File: src/mfd_pkg.sv
// Package with the request types, parse phases and result codes of the MQTT frame deframer.
`default_nettype none
package mfd_pkg;

    typedef enum logic [1:0] {
        PH_TYPE,
        PH_LEN,
        PH_BODY,
        PH_BADPUB
    } phase_t;

    localparam logic [2:0] CLS_TOPIC_LEN = 3'd0;
    localparam logic [2:0] CLS_TOPIC     = 3'd1;
    localparam logic [2:0] CLS_PACKET_ID = 3'd2;
    localparam logic [2:0] CLS_PAYLOAD   = 3'd3;
    localparam logic [2:0] CLS_OTHER     = 3'd4;

    localparam logic [1:0] ST_OK      = 2'd0;
    localparam logic [1:0] ST_BAD_LEN = 2'd1;
    localparam logic [1:0] ST_BAD_PUB = 2'd2;
    localparam logic [1:0] ST_DROPPED = 2'd3;

    localparam logic [3:0]  PUBLISH_NIBBLE    = 4'h3;
    localparam logic [15:0] HELD_MAX          = 16'hFFFF;
    localparam logic [15:0] TOPIC_LEN_RESET   = 16'd159;

    typedef struct packed {
        logic [7:0]  byte_value;
        logic        chunk_start;
        logic [15:0] chunk_length;
    } in_req_t;

    typedef struct packed {
        logic [7:0]  frame_type;
        logic [27:0] remaining_length;
        logic [1:0]  qos_level;
        logic [7:0]  data_byte;
        logic        has_data;
        logic [2:0]  byte_class;
        logic        frame_end;
        logic [1:0]  status;
    } out_req_t;

endpackage
`default_nettype wire

File: src/mfd_parser.sv
// Front end: accepts received bytes, tracks the frame and classifies each byte.
`default_nettype none
module mfd_parser #(
    parameter int BUFFER_BYTES = 1024
) (
    input  wire logic              aclk,
    input  wire logic              aresetn,
    input  wire logic              in_valid,
    output logic                   in_ready,
    input  wire mfd_pkg::in_req_t  in_req,
    input  wire logic [15:0]       max_topic_length,
    input  wire logic              q_full,
    output logic                   push,
    output mfd_pkg::out_req_t      push_req
);

    localparam logic [15:0] BUF_W = 16'(BUFFER_BYTES);

    mfd_pkg::phase_t phase_reg, phase_next;
    logic [7:0]  type_reg, type_next;
    logic [27:0] len_reg, len_next;
    logic [1:0]  cnt_reg, cnt_next;
    logic [27:0] pos_reg, pos_next;
    logic [15:0] topic_reg, topic_next;
    logic [15:0] held_reg, held_next;
    logic        discard_reg, discard_next;

    logic        fire;
    logic        is_pub;
    logic [1:0]  qos;
    logic [27:0] acc_new;
    logic [27:0] shifted;
    logic [15:0] tl_new;
    logic [27:0] need;
    logic        body_end;
    logic        overflow;
    logic [7:0]  b;

    assign in_ready = !q_full;
    assign fire     = in_valid && in_ready;
    assign b        = in_req.byte_value;
    assign is_pub   = (type_reg[7:4] == mfd_pkg::PUBLISH_NIBBLE);
    assign qos      = is_pub ? type_reg[2:1] : 2'd0;
    assign overflow = (held_reg >= BUF_W) || (in_req.chunk_length > (BUF_W - held_reg));
    assign body_end = ({1'b0, pos_reg} + 29'd1) >= {1'b0, len_reg};
    assign tl_new   = {topic_reg[15:8], b};
    assign need     = 28'(tl_new) + ((qos != 2'd0) ? 28'd4 : 28'd2);

    always_comb begin
        case (cnt_reg)
            2'd0:    shifted = 28'(b[6:0]);
            2'd1:    shifted = 28'(b[6:0]) << 7;
            2'd2:    shifted = 28'(b[6:0]) << 14;
            default: shifted = 28'(b[6:0]) << 21;
        endcase
        acc_new = len_reg | shifted;
    end

    always_comb begin
        logic clear;
        clear        = 1'b0;
        phase_next   = phase_reg;
        type_next    = type_reg;
        len_next     = len_reg;
        cnt_next     = cnt_reg;
        pos_next     = pos_reg;
        topic_next   = topic_reg;
        held_next    = held_reg;
        discard_next = discard_reg;
        push         = 1'b0;
        push_req.frame_type       = type_reg;
        push_req.remaining_length = len_reg;
        push_req.qos_level        = qos;
        push_req.data_byte        = 8'd0;
        push_req.has_data         = 1'b0;
        push_req.byte_class       = mfd_pkg::CLS_OTHER;
        push_req.frame_end        = 1'b0;
        push_req.status           = mfd_pkg::ST_OK;

        if (fire) begin
            if (in_req.chunk_start && overflow) begin
                push               = 1'b1;
                push_req.frame_end = 1'b1;
                push_req.status    = mfd_pkg::ST_DROPPED;
                clear              = 1'b1;
                discard_next       = 1'b1;
            end else if (discard_reg && !in_req.chunk_start) begin
                discard_next = 1'b1;
            end else begin
                discard_next = 1'b0;
                if (held_reg != mfd_pkg::HELD_MAX) begin
                    held_next = held_reg + 16'd1;
                end
                case (phase_reg)
                    mfd_pkg::PH_TYPE: begin
                        type_next  = b;
                        len_next   = 28'd0;
                        cnt_next   = 2'd0;
                        pos_next   = 28'd0;
                        phase_next = mfd_pkg::PH_LEN;
                    end
                    mfd_pkg::PH_LEN: begin
                        len_next = acc_new;
                        cnt_next = cnt_reg + 2'd1;
                        push_req.remaining_length = acc_new;
                        if (b[7]) begin
                            if (cnt_reg == 2'd3) begin
                                push               = 1'b1;
                                push_req.frame_end = 1'b1;
                                push_req.status    = mfd_pkg::ST_BAD_LEN;
                                clear              = 1'b1;
                                discard_next       = 1'b1;
                            end
                        end else if (is_pub && acc_new < 28'd2) begin
                            phase_next         = mfd_pkg::PH_BADPUB;
                            push               = 1'b1;
                            push_req.status    = mfd_pkg::ST_BAD_PUB;
                            push_req.frame_end = (acc_new == 28'd0);
                            clear              = (acc_new == 28'd0);
                        end else begin
                            phase_next = mfd_pkg::PH_BODY;
                            if (acc_new == 28'd0) begin
                                push               = 1'b1;
                                push_req.frame_end = 1'b1;
                                clear              = 1'b1;
                            end
                        end
                    end
                    default: begin
                        push               = 1'b1;
                        push_req.data_byte = b;
                        push_req.has_data  = 1'b1;
                        push_req.frame_end = body_end;
                        if (phase_reg == mfd_pkg::PH_BADPUB) begin
                            push_req.status = mfd_pkg::ST_BAD_PUB;
                        end else if (is_pub) begin
                            if (pos_reg == 28'd0) begin
                                topic_next          = {b, 8'h00};
                                push_req.byte_class = mfd_pkg::CLS_TOPIC_LEN;
                            end else if (pos_reg == 28'd1) begin
                                topic_next          = tl_new;
                                push_req.byte_class = mfd_pkg::CLS_TOPIC_LEN;
                                if (tl_new == 16'd0 || tl_new > max_topic_length
                                        || need > len_reg) begin
                                    push_req.status = mfd_pkg::ST_BAD_PUB;
                                    phase_next      = mfd_pkg::PH_BADPUB;
                                end
                            end else if (pos_reg < 28'(topic_reg) + 28'd2) begin
                                push_req.byte_class = mfd_pkg::CLS_TOPIC;
                            end else if (qos != 2'd0 && pos_reg < 28'(topic_reg) + 28'd4) begin
                                push_req.byte_class = mfd_pkg::CLS_PACKET_ID;
                            end else begin
                                push_req.byte_class = mfd_pkg::CLS_PAYLOAD;
                            end
                        end else begin
                            push_req.byte_class = mfd_pkg::CLS_OTHER;
                        end
                        pos_next = pos_reg + 28'd1;
                        clear    = body_end;
                    end
                endcase
            end
            if (clear) begin
                phase_next = mfd_pkg::PH_TYPE;
                type_next  = 8'd0;
                len_next   = 28'd0;
                cnt_next   = 2'd0;
                pos_next   = 28'd0;
                topic_next = 16'd0;
                held_next  = 16'd0;
            end
        end
    end

    always_ff @(posedge aclk) begin
        if (!aresetn) begin
            phase_reg   <= mfd_pkg::PH_TYPE;
            type_reg    <= 8'd0;
            len_reg     <= 28'd0;
            cnt_reg     <= 2'd0;
            pos_reg     <= 28'd0;
            topic_reg   <= 16'd0;
            held_reg    <= 16'd0;
            discard_reg <= 1'b0;
        end else begin
            phase_reg   <= phase_next;
            type_reg    <= type_next;
            len_reg     <= len_next;
            cnt_reg     <= cnt_next;
            pos_reg     <= pos_next;
            topic_reg   <= topic_next;
            held_reg    <= held_next;
            discard_reg <= discard_next;
        end
    end

endmodule
`default_nettype wire

File: src/mfd_queue.sv
// Back end: short result queue that drives the result channel.
`default_nettype none
module mfd_queue #(
    parameter int DEPTH = 4
) (
    input  wire logic               aclk,
    input  wire logic               aresetn,
    input  wire logic               push,
    input  wire mfd_pkg::out_req_t  push_req,
    output logic                    full,
    output logic                    out_valid,
    input  wire logic               out_ready,
    output mfd_pkg::out_req_t       out_req
);

    localparam int PW = (DEPTH > 1) ? $clog2(DEPTH) : 1;
    localparam int CW = $clog2(DEPTH + 1);
    localparam logic [PW-1:0] LAST = PW'(DEPTH - 1);
    localparam logic [CW-1:0] FULL_COUNT = CW'(DEPTH);

    mfd_pkg::out_req_t mem [DEPTH];
    logic [PW-1:0] wr_ptr_reg, wr_ptr_next;
    logic [PW-1:0] rd_ptr_reg, rd_ptr_next;
    logic [CW-1:0] count_reg, count_next;
    logic          pop;
    logic          wr;

    assign full      = (count_reg == FULL_COUNT);
    assign out_valid = (count_reg != '0);
    assign out_req   = mem[rd_ptr_reg];
    assign pop       = out_valid && out_ready;
    assign wr        = push && !full;

    always_comb begin
        wr_ptr_next = wr_ptr_reg;
        rd_ptr_next = rd_ptr_reg;
        count_next  = count_reg;
        if (wr) begin
            wr_ptr_next = (wr_ptr_reg == LAST) ? '0 : wr_ptr_reg + PW'(1);
        end
        if (pop) begin
            rd_ptr_next = (rd_ptr_reg == LAST) ? '0 : rd_ptr_reg + PW'(1);
        end
        if (wr && !pop) begin
            count_next = count_reg + CW'(1);
        end else if (pop && !wr) begin
            count_next = count_reg - CW'(1);
        end
    end

    always_ff @(posedge aclk) begin
        if (wr) begin
            mem[wr_ptr_reg] <= push_req;
        end
    end

    always_ff @(posedge aclk) begin
        if (!aresetn) begin
            wr_ptr_reg <= '0;
            rd_ptr_reg <= '0;
            count_reg  <= '0;
        end else begin
            wr_ptr_reg <= wr_ptr_next;
            rd_ptr_reg <= rd_ptr_next;
            count_reg  <= count_next;
        end
    end

endmodule
`default_nettype wire

File: src/mqtt_frame_deframer_top.sv
// Top level of the MQTT frame deframer: parser front end and result queue.
//
//   Channel   Ports                          Direction  Request
//   input     s_valid s_ready s_data         in         one received byte with chunk marks
//   result    m_valid m_ready m_data         out        one classified byte or frame event
//   config    cfg_valid cfg_ready cfg_data   in         max_topic_length write
//
// One byte is accepted per cycle while the result queue is not full; any result it yields
// enters the queue in the same cycle and can leave it on the next cycle.
// The parser takes a byte whenever the result queue has a free slot, so a stall on
// the result side only stops input once QUEUE_DEPTH results are waiting.
// Reset is synchronous and active low and needs no clearing pass.
`default_nettype none
module mqtt_frame_deframer_top #(
    parameter int BUFFER_BYTES = 1024,
    parameter int QUEUE_DEPTH  = 4
) (
    input  wire logic               aclk,
    input  wire logic               aresetn,
    input  wire logic               s_valid,
    output logic                    s_ready,
    input  wire mfd_pkg::in_req_t   s_data,
    output logic                    m_valid,
    input  wire logic               m_ready,
    output mfd_pkg::out_req_t       m_data,
    input  wire logic               cfg_valid,
    output logic                    cfg_ready,
    input  wire logic [15:0]        cfg_data
);

    logic [15:0]       max_topic_reg;
    logic              q_full;
    logic              push;
    mfd_pkg::out_req_t push_req;

    assign cfg_ready = 1'b1;

    always_ff @(posedge aclk) begin
        if (!aresetn) begin
            max_topic_reg <= mfd_pkg::TOPIC_LEN_RESET;
        end else if (cfg_valid) begin
            max_topic_reg <= cfg_data;
        end
    end

    mfd_parser #(
        .BUFFER_BYTES(BUFFER_BYTES)
    ) u_parser (
        .aclk            (aclk),
        .aresetn         (aresetn),
        .in_valid        (s_valid),
        .in_ready        (s_ready),
        .in_req          (s_data),
        .max_topic_length(max_topic_reg),
        .q_full          (q_full),
        .push            (push),
        .push_req        (push_req)
    );

    mfd_queue #(
        .DEPTH(QUEUE_DEPTH)
    ) u_queue (
        .aclk     (aclk),
        .aresetn  (aresetn),
        .push     (push),
        .push_req (push_req),
        .full     (q_full),
        .out_valid(m_valid),
        .out_ready(m_ready),
        .out_req  (m_data)
    );

endmodule
`default_nettype wire
File: config.mk
export PLATFORM = sky130hd
export DESIGN_NAME = mqtt_frame_deframer_top
export DESIGN_NICKNAME = d
export VERILOG_FILES = /design/src/mfd_pkg.sv /design/src/mfd_parser.sv /design/src/mfd_queue.sv /design/src/mqtt_frame_deframer_top.sv
export SDC_FILE = /design/constraint.sdc
export NUM_CORES = 1
export LEC_CHECK = 0
export BUFFER_PORTS_ARGS = -buffer_cell sky130_fd_sc_hd__buf_2
export CAP_MARGIN = 20
export CORE_ASPECT_RATIO = 0.8
export CORE_UTILIZATION = 45
export CTS_CLUSTER_SIZE = 40
export DETAILED_ROUTE_END_ITERATION = 6
export PLACE_DENSITY_LB_ADDON = 0.15
export SYNTH_ARGS = -nofsm -noshare
export SYNTH_HDL_FRONTEND = slang
export SYNTH_HIERARCHICAL = 1
export SYNTH_SLANG_ARGS = --single-unit
export TNS_END_PERCENT = 30
File: constraint.sdc
create_clock -name aclk -period 11.85 [get_ports aclk]
set_clock_uncertainty 0.1 [all_clocks]
set_input_delay 0.5925 -clock aclk [delete_from_list [all_inputs] [get_ports aclk]]
set_output_delay 0.5925 -clock aclk [all_outputs]
set_load 0.005 [all_outputs]
# Word-level counts from Yosys, hierarchy flattened
# Memories as Yosys holds them, arrays and structs flattened. A register that Yosys moved wholly into a read port is not among the register bits.
# Cells that the tools add are included.
[totals]
register_bits = 124
ramBits = 212
input_bits = 46
out_inout_bits = 56
word_cells = 187
mem_count = 1
[mem_list]
columns = ["memory", "depth", "width", "rd", "rd_ports_with_merged_regs", "write_ports", "line", "text"]
rows = [
  ["u_queue.mem", 4, 53, 1, 1, 1, "mfd_queue.sv:21", "mfd_pkg::out_req_t mem [DEPTH];"],
]
[classes]
n_addsub = 12
magnitude_cmp = 8
n_eq_ne = 19
n_mux = 92
bitwise_logic = 1
n_reduce_logical = 41
[op_table]
columns = ["operator", "count"]
rows = [
  ["$mux 28", 10],
  ["$mux 16", 11],
  ["$pmux 28 s2", 2],
  ["$pmux 28 s3", 1],
  ["$logic_not 28->1", 2],
  ["$lt 28x28->1", 2],
  ["$mux 2", 23],
  ["$mux 8", 5],
  ["$mux 3", 11],
  ["$gt 16x16->1", 2],
  ["$mux 15", 2],
  ["$add 28x1->29 const B", 1],
  ["$ge 29x28->1", 1],
  ["$add 16x28->28", 1],
  ["$add 28x1->28 const B", 1],
  ["$eq 28x1->1 const B", 1],
  ["$gt 28x28->1", 1],
  ["$lt 28x2->1 const B", 1],
  ["$or 28x28->28", 1],
  ["$mux 12", 2],
  ["$mux 1", 20],
  ["$add 16x2->17 const B", 1],
  ["$add 16x3->17 const B", 1],
  ["$add 16x1->16 const B", 1],
  ["29 further kinds", 69],
]

# Longest topological paths before layout
# Gate-level depths: netlist of the first run.
[logic_depth]
depth_word = 16
depth_mapped = 25
ltp_nobuf = 22

# By module
# Netlist of the first run, hierarchy kept.
[by_module_without_submodules]
columns = ["mod", "n_inst", "cells_per_inst", "area_per_inst_um2", "seq_area_each_um2"]
rows = [
  ["mfd_parser", 1, 1171, 9004.9, 2021.9],
  ["mfd_queue", 1, 328, 8192.9, 6546.3],
  ["mqtt_frame_deframer_top", 1, 53, 611.8, 320.3],
]

# Worst setup path after synthesis of the first run
# Ideal clock, no wire load.
[synth_timing]
kind = "register to register"
startpoint = "register u_parser.held_reg[2]"
endpoint = "memory u_queue/mem[0][0] (netlist bit) (enable)"
setup_time_ns = 0.416
arrival_ns = 5.371
t_required_ns = 11.334
path_slack_ns = 5.963
path_stages_with_launch = 20
n_path_buf = 3
period_less_slack_ns = 5.887
path_cell_list = "dfxtp_1 clkbuf_1 nor4_1 nand2_1 or4b_2 and2_1 nor4_1 xor2_1 ha_1 nand4_1 or4_1 a21oi_1 nand4b_1 o311a_1 buf_6 nor2_1 a21oi_1 nor2b_1 buf_2 and2_1"
[synth_between]
elab_chain_cells = 9
word_cells_on_any_way = 10
classes_between = "add/sub: 1; order compare: 2; mux: 4; reduce/logical: 3"
[synth_rtl]
columns = ["element", "line", "text"]
rows = [
  ["from (decl)", "mfd_parser.sv:25", "logic [15:0] held_reg, held_next;"],
  ["from (signal assigned)", "mfd_parser.sv:192", "held_reg <= held_next;"],
  ["$sub 11x16->16", "mfd_parser.sv:44", "assign overflow = (held_reg >= BUF_W) || (in_req.chunk_length > (BUF_W - held_reg));"],
  ["$gt 16x16->1", "mfd_parser.sv:44", ""],
  ["$logic_or 1x1->1 (*)", "mfd_parser.sv:44", ""],
  ["$logic_and 1x1->1 (*)", "mfd_parser.sv:81", "if (in_req.chunk_start && overflow) begin"],
  ["$mux 1 (*)", "mfd_parser.sv:81", ""],
  ["$mux 1 (*)", "mfd_parser.sv:80", "if (fire) begin"],
  ["via push", "mqtt_frame_deframer_top.sv:33", "logic push;"],
  ["$logic_and 1x1->1 (*)", "mfd_queue.sv:32", "assign wr = push && !full;"],
  ["via u_queue.wr", "mfd_queue.sv:26", "logic wr;"],
  ["$mux 1 (*)", "mfd_queue.sv:52", "if (wr) begin"],
  ["$mux 1 (implied by the code) (*)", "mfd_queue.sv:53", "mem[wr_ptr_reg] <= push_req;"],
  ["to (decl)", "mfd_queue.sv:21", ""],
]
# Mark *: on every way through the listed nets, which the timed path passes. The rest lies on a longest branch.

# Worst setup path in the final report of the first run
[layout_timing]
startpoint = "register u_parser.held_reg[2]"
endpoint = "register u_queue.count_reg[2]"
[layout_between]
elab_chain_cells = 10
word_cells_on_any_way = 13
classes_between = "add/sub: 1; order compare: 2; mux: 3; reduce/logical: 7"
[layout_rtl]
columns = ["element", "line", "text"]
rows = [
  ["$sub 11x16->16", "mfd_parser.sv:44", ""],
  ["$gt 16x16->1", "mfd_parser.sv:44", ""],
  ["$logic_or 1x1->1 (*)", "mfd_parser.sv:44", ""],
  ["$logic_and 1x1->1 (*)", "mfd_parser.sv:81", ""],
  ["$mux 1 (*)", "mfd_parser.sv:81", ""],
  ["$mux 1 (*)", "mfd_parser.sv:80", ""],
  ["via push", "mqtt_frame_deframer_top.sv:33", ""],
  ["$logic_and 1x1->1 (*)", "mfd_queue.sv:32", ""],
  ["$logic_not 1->1", "mfd_queue.sv:46", "end else if (pop && !wr) begin"],
  ["$logic_and 1x1->1", "mfd_queue.sv:46", ""],
  ["$reduce_bool 2->1 (no line)", "--", ""],
  ["to (signal assigned)", "mfd_queue.sv:65", "count_reg <= count_next;"],
  ["to (decl)", "mfd_queue.sv:24", "logic [CW-1:0] count_reg, count_next;"],
]
# Marked as above.
# A chain may end at the register's enable or synchronous reset.

==> results of run 1 <==
-- cells in the mapped netlist (17+ instances only) --
cell | count | area [µm²]
buf_2 | 18 | 90.1
o21ai_0 | 40 | 200
and3_1 | 31 | 194
edfxtp_1 | 212 | 6370
a21oi_1 | 62 | 310
nand2_1 | 165 | 619
nor4_1 | 21 | 131
nor2b_1 | 27 | 169
inv_1 | 81 | 304
clkbuf_1 | 57 | 214
mux4_2 | 50 | 1130
xor2_1 | 33 | 289
xnor2_1 | 56 | 490
nor2_1 | 61 | 229
nor3_1 | 24 | 120
nand3_1 | 61 | 305
ha_1 | 128 | 1600
nand4_1 | 35 | 219
o2bb2ai_1 | 20 | 175
a32o_1 | 19 | 190
nand2b_1 | 17 | 106
dfxtp_1 | 126 | 2520
and2_1 | 23 | 144
mux2i_1 | 19 | 190
-- layout make-up --
cell class | instances | area (µm²)
clock buffer | 48 | 955
clock inverter | 16 | 219
fill | 3478 | 18800
inverter | 82 | 308
multi-input combinational | 1043 | 8140
sequential | 338 | 8890
tap | 528 | 661
timing repair buffer | 112 | 591
-- power groups by stage --
stage          logic (W)  registers (W)  clock network [W]
6_report        0.000486        0.00132            0.00113
5_1_grt         0.000541        0.00133            0.00120
4_1_cts         0.000496        0.00132            0.00115
3_5_place_dp    0.000494        0.00135                  0
3_3_place_gp    0.000490        0.00134                  0
2_1_floorplan   0.000365        0.00133                  0
-- worst max-delay path, cell delays in order, from the launching register on --
cell	delay, ps
dfxtp_1	420
nor4_1	450
nand2_1	180
or4b_2	670
and2_1	210
nor4_1	260
xor2_1	120
ha_1	310
nand4_1	140
or4_1	580
a21oi_1	130
nand4b_1	120
o311a_1	590
nor2_1	110
a21oi_1	140
nor2b_1	420
ha_1	270
inv_1	60
fa_1	370
xor2_1	150
or3_1	300
a21boi_0	160
-- metal layers --
metal / vias to the layer above / share of wire, %
met5: - / 0
met1: 6064 / 49
met3: 55 / 4.9
li1: 5894 / -
met2: 290 / 44
met4: 0 / 1.6
-- logic make-up (layout without fill, tap and decap cells) --
kind of cell	Yosys count	count (layout)	synth area share [%]
buffers and inverters	171	258	4.45
other	1	1	0.0211
and+or+nand+nor	503	503	14.4
xor gates and xnor gates	89	89	4.38
DFF	338	338	49.9
muxes	73	73	7.90
adders and majority gates	130	130	9.22
AOI/OAI and AO/OA	247	247	9.77
-- per-stage QoR --
step	power [W]	setup WS [ps]	utilization, %
after floorplan	0.00170	5960	-
after global placement	0.00184	5760	48.2
after detailed placement	0.00184	5520	48.2
after CTS	0.00297	5510	51.2
after global routing	0.00307	5050	51.2
final	0.00293	5500	51.2
-- final timing paths --
path,slack [ps],startpoint,end
max,5500,u_parser/held_reg[2],u_queue/count_reg[2]
max reg2reg,5500,u_parser/held_reg[2],u_queue/count_reg[2]
min,180,cfg_data[2],max_topic_reg[2]
min reg2reg,370,max_topic_reg[3],max_topic_reg[3]
==> results.md, run 1 <==
- Layout area overhead: 11.0%
- CTS Hold Bufs: 0
- Starting Density: 46.1%
- CTS tree: built
- CTS Buf Count: 35
- Placed cell count: 2103
- Seq/Total Area, Yosys: 49.9%
- Detailed placement HPWL: 29600 µm
- Period utilization: 53.6%
- Critical Path End Type: register
- Cells on Worst Hold Path: 3
- Slew @ Worst Pin: 993 ps
- Core ar.: 38600 µm²
- Final WL: 43500 µm
- Number of port buffers: 100
- Comb power frac: 16.6%
- Leak: 7.46 nW
- Area post-placement: 18600 µm²
- Ratio of cells with drive above 1 in the final layout: 14.8%
- Avg Inst Size Synth: 11.5 µm²
- Max IR drop VDD: 0.0912 mV
- Unrepaired setup endpoints after global routing: false
- Required @ worst endpoint: 12210 ps
- Clk Latency, worst-skew pair: 540 ps
- Final Hold Viols: 0
- Clock power frac: 38.4%
- Max Freq: 0.158 GHz
- Max FFs per register: 212
- Num ports: 102
- Distinct cells, synth: 80
- Max-Cap Viols: 0
- Antenna cells: 0
- Gr busiest metal: met2
- Most common cell after layout, fill and taps aside: edfxtp_1
- R2r worst-path depth: 21
- Switch share: 25.9%
- Wire length of the first global-routing pass: 68800 µm
- Post-Syn Instances: 1552
- Setup tns final: 0 ps
- Syn Nets: 1728
- DR WL/cell: 20.1 µm
- Synth Flop Type: edfxtp_1
- Status: finished, final reports clean
- Initial antenna violation count: 0
- DIE WIDTH: 224 µm
- Post-CTS Setup Repair Bufs: 0
- Critical Path Fanout Max: 12
- Final setup vio count: 0
- P per Cell Area: 148 nW/µm²
- GP Congestion: 0.847
- Clk buf depth: 3
- Root Driver: clkbuf_16
- Final Cell Area: 19800 µm²
- P_sw: 0.000760 W
- YS warnings: 6
- Via Count: 12300
- Worst setup SP type: register
- Final hold slack: 183 ps
- Chip height: 180 µm
- Met1 Usage GRT: 32.6%
- Final Max Tran Viols: 0
- Rel. slew slack: 33.8%
- P_int: 0.00217 W
- Class of the worst hold path: in2reg
- M3 GR Usage: 3.45%
- DR vias/cell: 5.68
- Syn Std Cell Area: 17800 µm²
- Met2 usage: 33.2%
- Nets: 1788
- Clock Sinks: 338
- PostCTS Resize Cnt: 0
- GRT Total Usage: 21.8%
- H-tree depth: 2
- Post-synth EDFFs: 212
- Post-layout min period: 6350 ps
- DR iter-0 viols: 943
- Layout Cells excl Fill: 2167
- WS Path Type: reg2reg
- Row count: 64
- Drt drc: 0
- GRT overflow: 0
- Commonest non-fill, non-tap cells in the layout: edfxtp_1 (212), nand2_1 (165), ha_1 (128)
- Number of global-route vias before repair: 12100
- Drt pass-1 iters: 5
- Largest net degree at the start of global routing: 71
- Post-synthesis async set-or-reset flop share: 0%
- Post-DRT Antenna Nets: 0
- Clock transition at path regs: 60 ps
- Reg power frac: 45.0%
- Arr. time, crit path: 6700 ps
- Die area: 40400 µm²
- Yosys reg bits: 338
No activity file was read; power rests on OpenSTA's default activity.
==> run 2, diff against run 1 <==
==> constraint.sdc (replaced) <==
create_clock -name aclk -period 6.6 [get_ports aclk]
set_clock_uncertainty 0.1 [all_clocks]
set_input_delay 0.33 -clock aclk [delete_from_list [all_inputs] [get_ports aclk]]
set_output_delay 0.33 -clock aclk [all_outputs]
set_load 0.005 [all_outputs]
==> run 2 against run 1 <==
Combinational power is 82% higher. Non-clock buffer count increased by 23. Global-route usage hardly changed. Largest cell class unchanged. Sequential share of layout area shrank 0.37 points. Critical path depth is 1 higher. Critical path type unchanged. First-iteration DRC count is 16% higher. Die area unchanged. Via count rose by 1.2%.
==> results.md, run 2 (synthesis results as in run 1) <==
- Status: finished, final reports clean
- Largest net degree at the start of global routing: 71
- Flop-to-flop setup slack: 450 ps
- Worst setup SP type: register
- Worst r2r src: u_parser/held_reg[2]
- Layout area overhead: 11.9%
- Slew @ Worst Pin: 972 ps
- Detailed placement HPWL: 30300 µm
- Commonest non-fill, non-tap cells in the layout: edfxtp_1 (212), nand2_1 (165), ha_1 (128)
- Ratio of cells with drive above 1 in the final layout: 15.1%
- Initial antenna violation count: 3
- Final setup vio count: 0
- Critical Path Slowest Stage Cell: or4b_2
- Placed cell count: 2110
- Max IR drop VDD: 0.186 mV
- Worst hold endpoint: u_parser/topic_reg[9]
- Post-CTS Setup Repair Bufs: 0
- Die area: 40400 µm²
- R2r worst-path depth: 22
- Row count: 64
- CTS Buf Count: 36
- Number of port buffers: 100
- Clk Latency, worst-skew pair: 520 ps
- Unrepaired setup endpoints after global routing: false
- DR iter-0 viols: 1091
- Gr busiest metal: met1
- Cell Chain, Critical Path: nor4_1 -> nand2_1 -> or4b_2 -> and2_1 -> nor4_1 -> xor2_1 -> ha_1 -> nand4_1 -> or4_1 -> a21oi_1 -> nand4b_1 -> o311a_1 -> buf_4 -> nor2_1 -> a21oi_1 -> nor2b_2 -> ha_1 -> inv_1 -> fa_1 -> xor2_1 -> or3_1 -> a21boi_0
- Clock Sinks: 338
- RR Endpoint: u_queue/count_reg[2]
- Starting Density: 46.1%
- Met1 Usage GRT: 33.2%
- Cells on Worst Hold Path: 3
- Required @ worst endpoint: 6950 ps
- Number of global-route vias before repair: 11900
- DIE WIDTH: 224 µm
- Clock transition at path regs: 60 ps
- P per Cell Area: 260 nW/µm²
- GP Congestion: 0.876
- Rel. slew slack: 35.2%
- Max stage delay on crit path: 670 ps
- M3 GR Usage: 3.50%
- GRT Total Usage: 21.8%
- Chip height: 180 µm
- Leak: 7.54 nW
- Final Hold Viols: 0
- Core ar.: 38600 µm²
- Root Driver: clkbuf_16
- Hold wc startpoint: s_data[18]
- Max-Cap Viols: 0
- Arr. time, crit path: 6500 ps
- CTS tree: built
- Worst path top cell family by delay: simple AND/OR/NAND/NOR gates
- WS Path Type: reg2reg
- Nets: 1812
- Drt drc: 0
- Met2 usage: 32.3%
- Drt pass-1 iters: 5
- Num ports: 102
- Class of the worst hold path: in2reg
- GRT overflow: 0
- Post-layout min period: 6150 ps
- Critical Path Fanout Max: 12
- CP Buf/Inv Count: 2
- Period utilization: 93.3%
- DR vias/cell: 5.69
- Most common cell after layout, fill and taps aside: edfxtp_1
- H-tree depth: 2
- Final WL: 43700 µm
- Clk buf depth: 3
- Via Count: 12500
- Antenna cells: 0
- DR WL/cell: 20.0 µm
- Fill cell count: 3419
- Final Max Tran Viols: 0
- Max FFs per register: 212
- Setup tns final: 0 ps
- Wire length of the first global-routing pass: 68600 µm
- Critical Path End Type: register
- Max Freq: 0.162 GHz
- Post-DRT Antenna Nets: 0
- Layout Cells excl Fill: 2188
-- run 2: changes by cell type in the layout (fill, tap and decap cells not counted), sizes merged --
cell,previous run,this run
dlygate4sd3,0,16
buf,112,119
bufinv,4,2
clkbuf,48,47
clkinvlp,1,2
-- run 2: through the flow --
stage | setup slack (ps) | hold slack, ps | total power (W) | util [%] | instance area [µm²]
floorplan | 713 | 341 | 0.00305 | - | 17800
global placement | 712 | 357 | 0.00330 | 48.3 | 18700
detailed placement | 446 | 366 | 0.00331 | 48.3 | 18700
CTS | 331 | 147 | 0.00525 | 51.6 | 19900
global route | 53.5 | 168 | 0.00543 | 51.7 | 19900
finish | 445 | 166 | 0.00519 | 51.7 | 19900
-- run 2: cell type report --
| class | count | area [µm²] | share of cell area (%) |
|---|---|---|---|
| Inverter | 82 | 308 | 1.54 |
| Timing Repair Buffer | 135 | 816 | 4.09 |
| Sequential cell | 338 | 8890 | 44.6 |
| Multi-Input combinational cell | 1043 | 8140 | 40.8 |
| Tap cell | 528 | 661 | 3.31 |
| Clock buffer | 47 | 972 | 4.88 |
| Clock inverter | 15 | 145 | 0.728 |
-- run 2: layer usage --
metal / vias up / wire, µm
met3: 63 / 2680
met1: 6083 / 21100
met2: 376 / 19100
met5: - / 11
met4: 2 / 858
li1: 5932 / -
-- run 2: what timing repair did --
item	CTS	global route
hold buffers	16	0
resized for setup	0	1
setup endpoints to repair	0	1
hold endpoints to repair	16	0
-- run 2: how the worst max path moves through the flow --
stage | cells after the start | slack [ps] | end | start
3_5_place_dp | 22 | 450 | u_queue/count_reg[2] | u_parser/held_reg[2]
4_1_cts | 22 | 330 | u_queue/count_reg[2] | u_parser/held_reg[2]
3_3_place_gp | 22 | 710 | u_queue/count_reg[2] | u_parser/held_reg[2]
6_report | 22 | 450 | u_queue/count_reg[2] | u_parser/held_reg[2]
2_1_floorplan | 19 | 710 | u_queue/mem[0][0] | u_parser/held_reg[2]
5_1_grt | 22 | 50 | u_queue/count_reg[2] | u_parser/held_reg[2]
-- run 2: worst register-to-register path, cell delays in order (launching register included) --
cell and delay [ps]:
dfxtp_1 420, nor4_1 520, nand2_1 180, or4b_2 670
and2_1 220, nor4_1 280, xor2_1 120, ha_1 310
nand4_1 130, or4_1 580, a21oi_1 150, nand4b_1 130
o311a_1 160, buf_4 210, nor2_1 80, a21oi_1 160
nor2b_2 320, ha_1 260, inv_1 70, fa_1 370
xor2_1 160, or3_1 300, a21boi_0 170
-- run 2: where the power goes --
part / leakage (nW) / internal, W / switching (W)
Combinational: 3.96 / 0.000411 / 0.000472
Sequential: 3.04 / 0.00232 / 0.0000570
Clock: 0.543 / 0.00112 / 0.000811
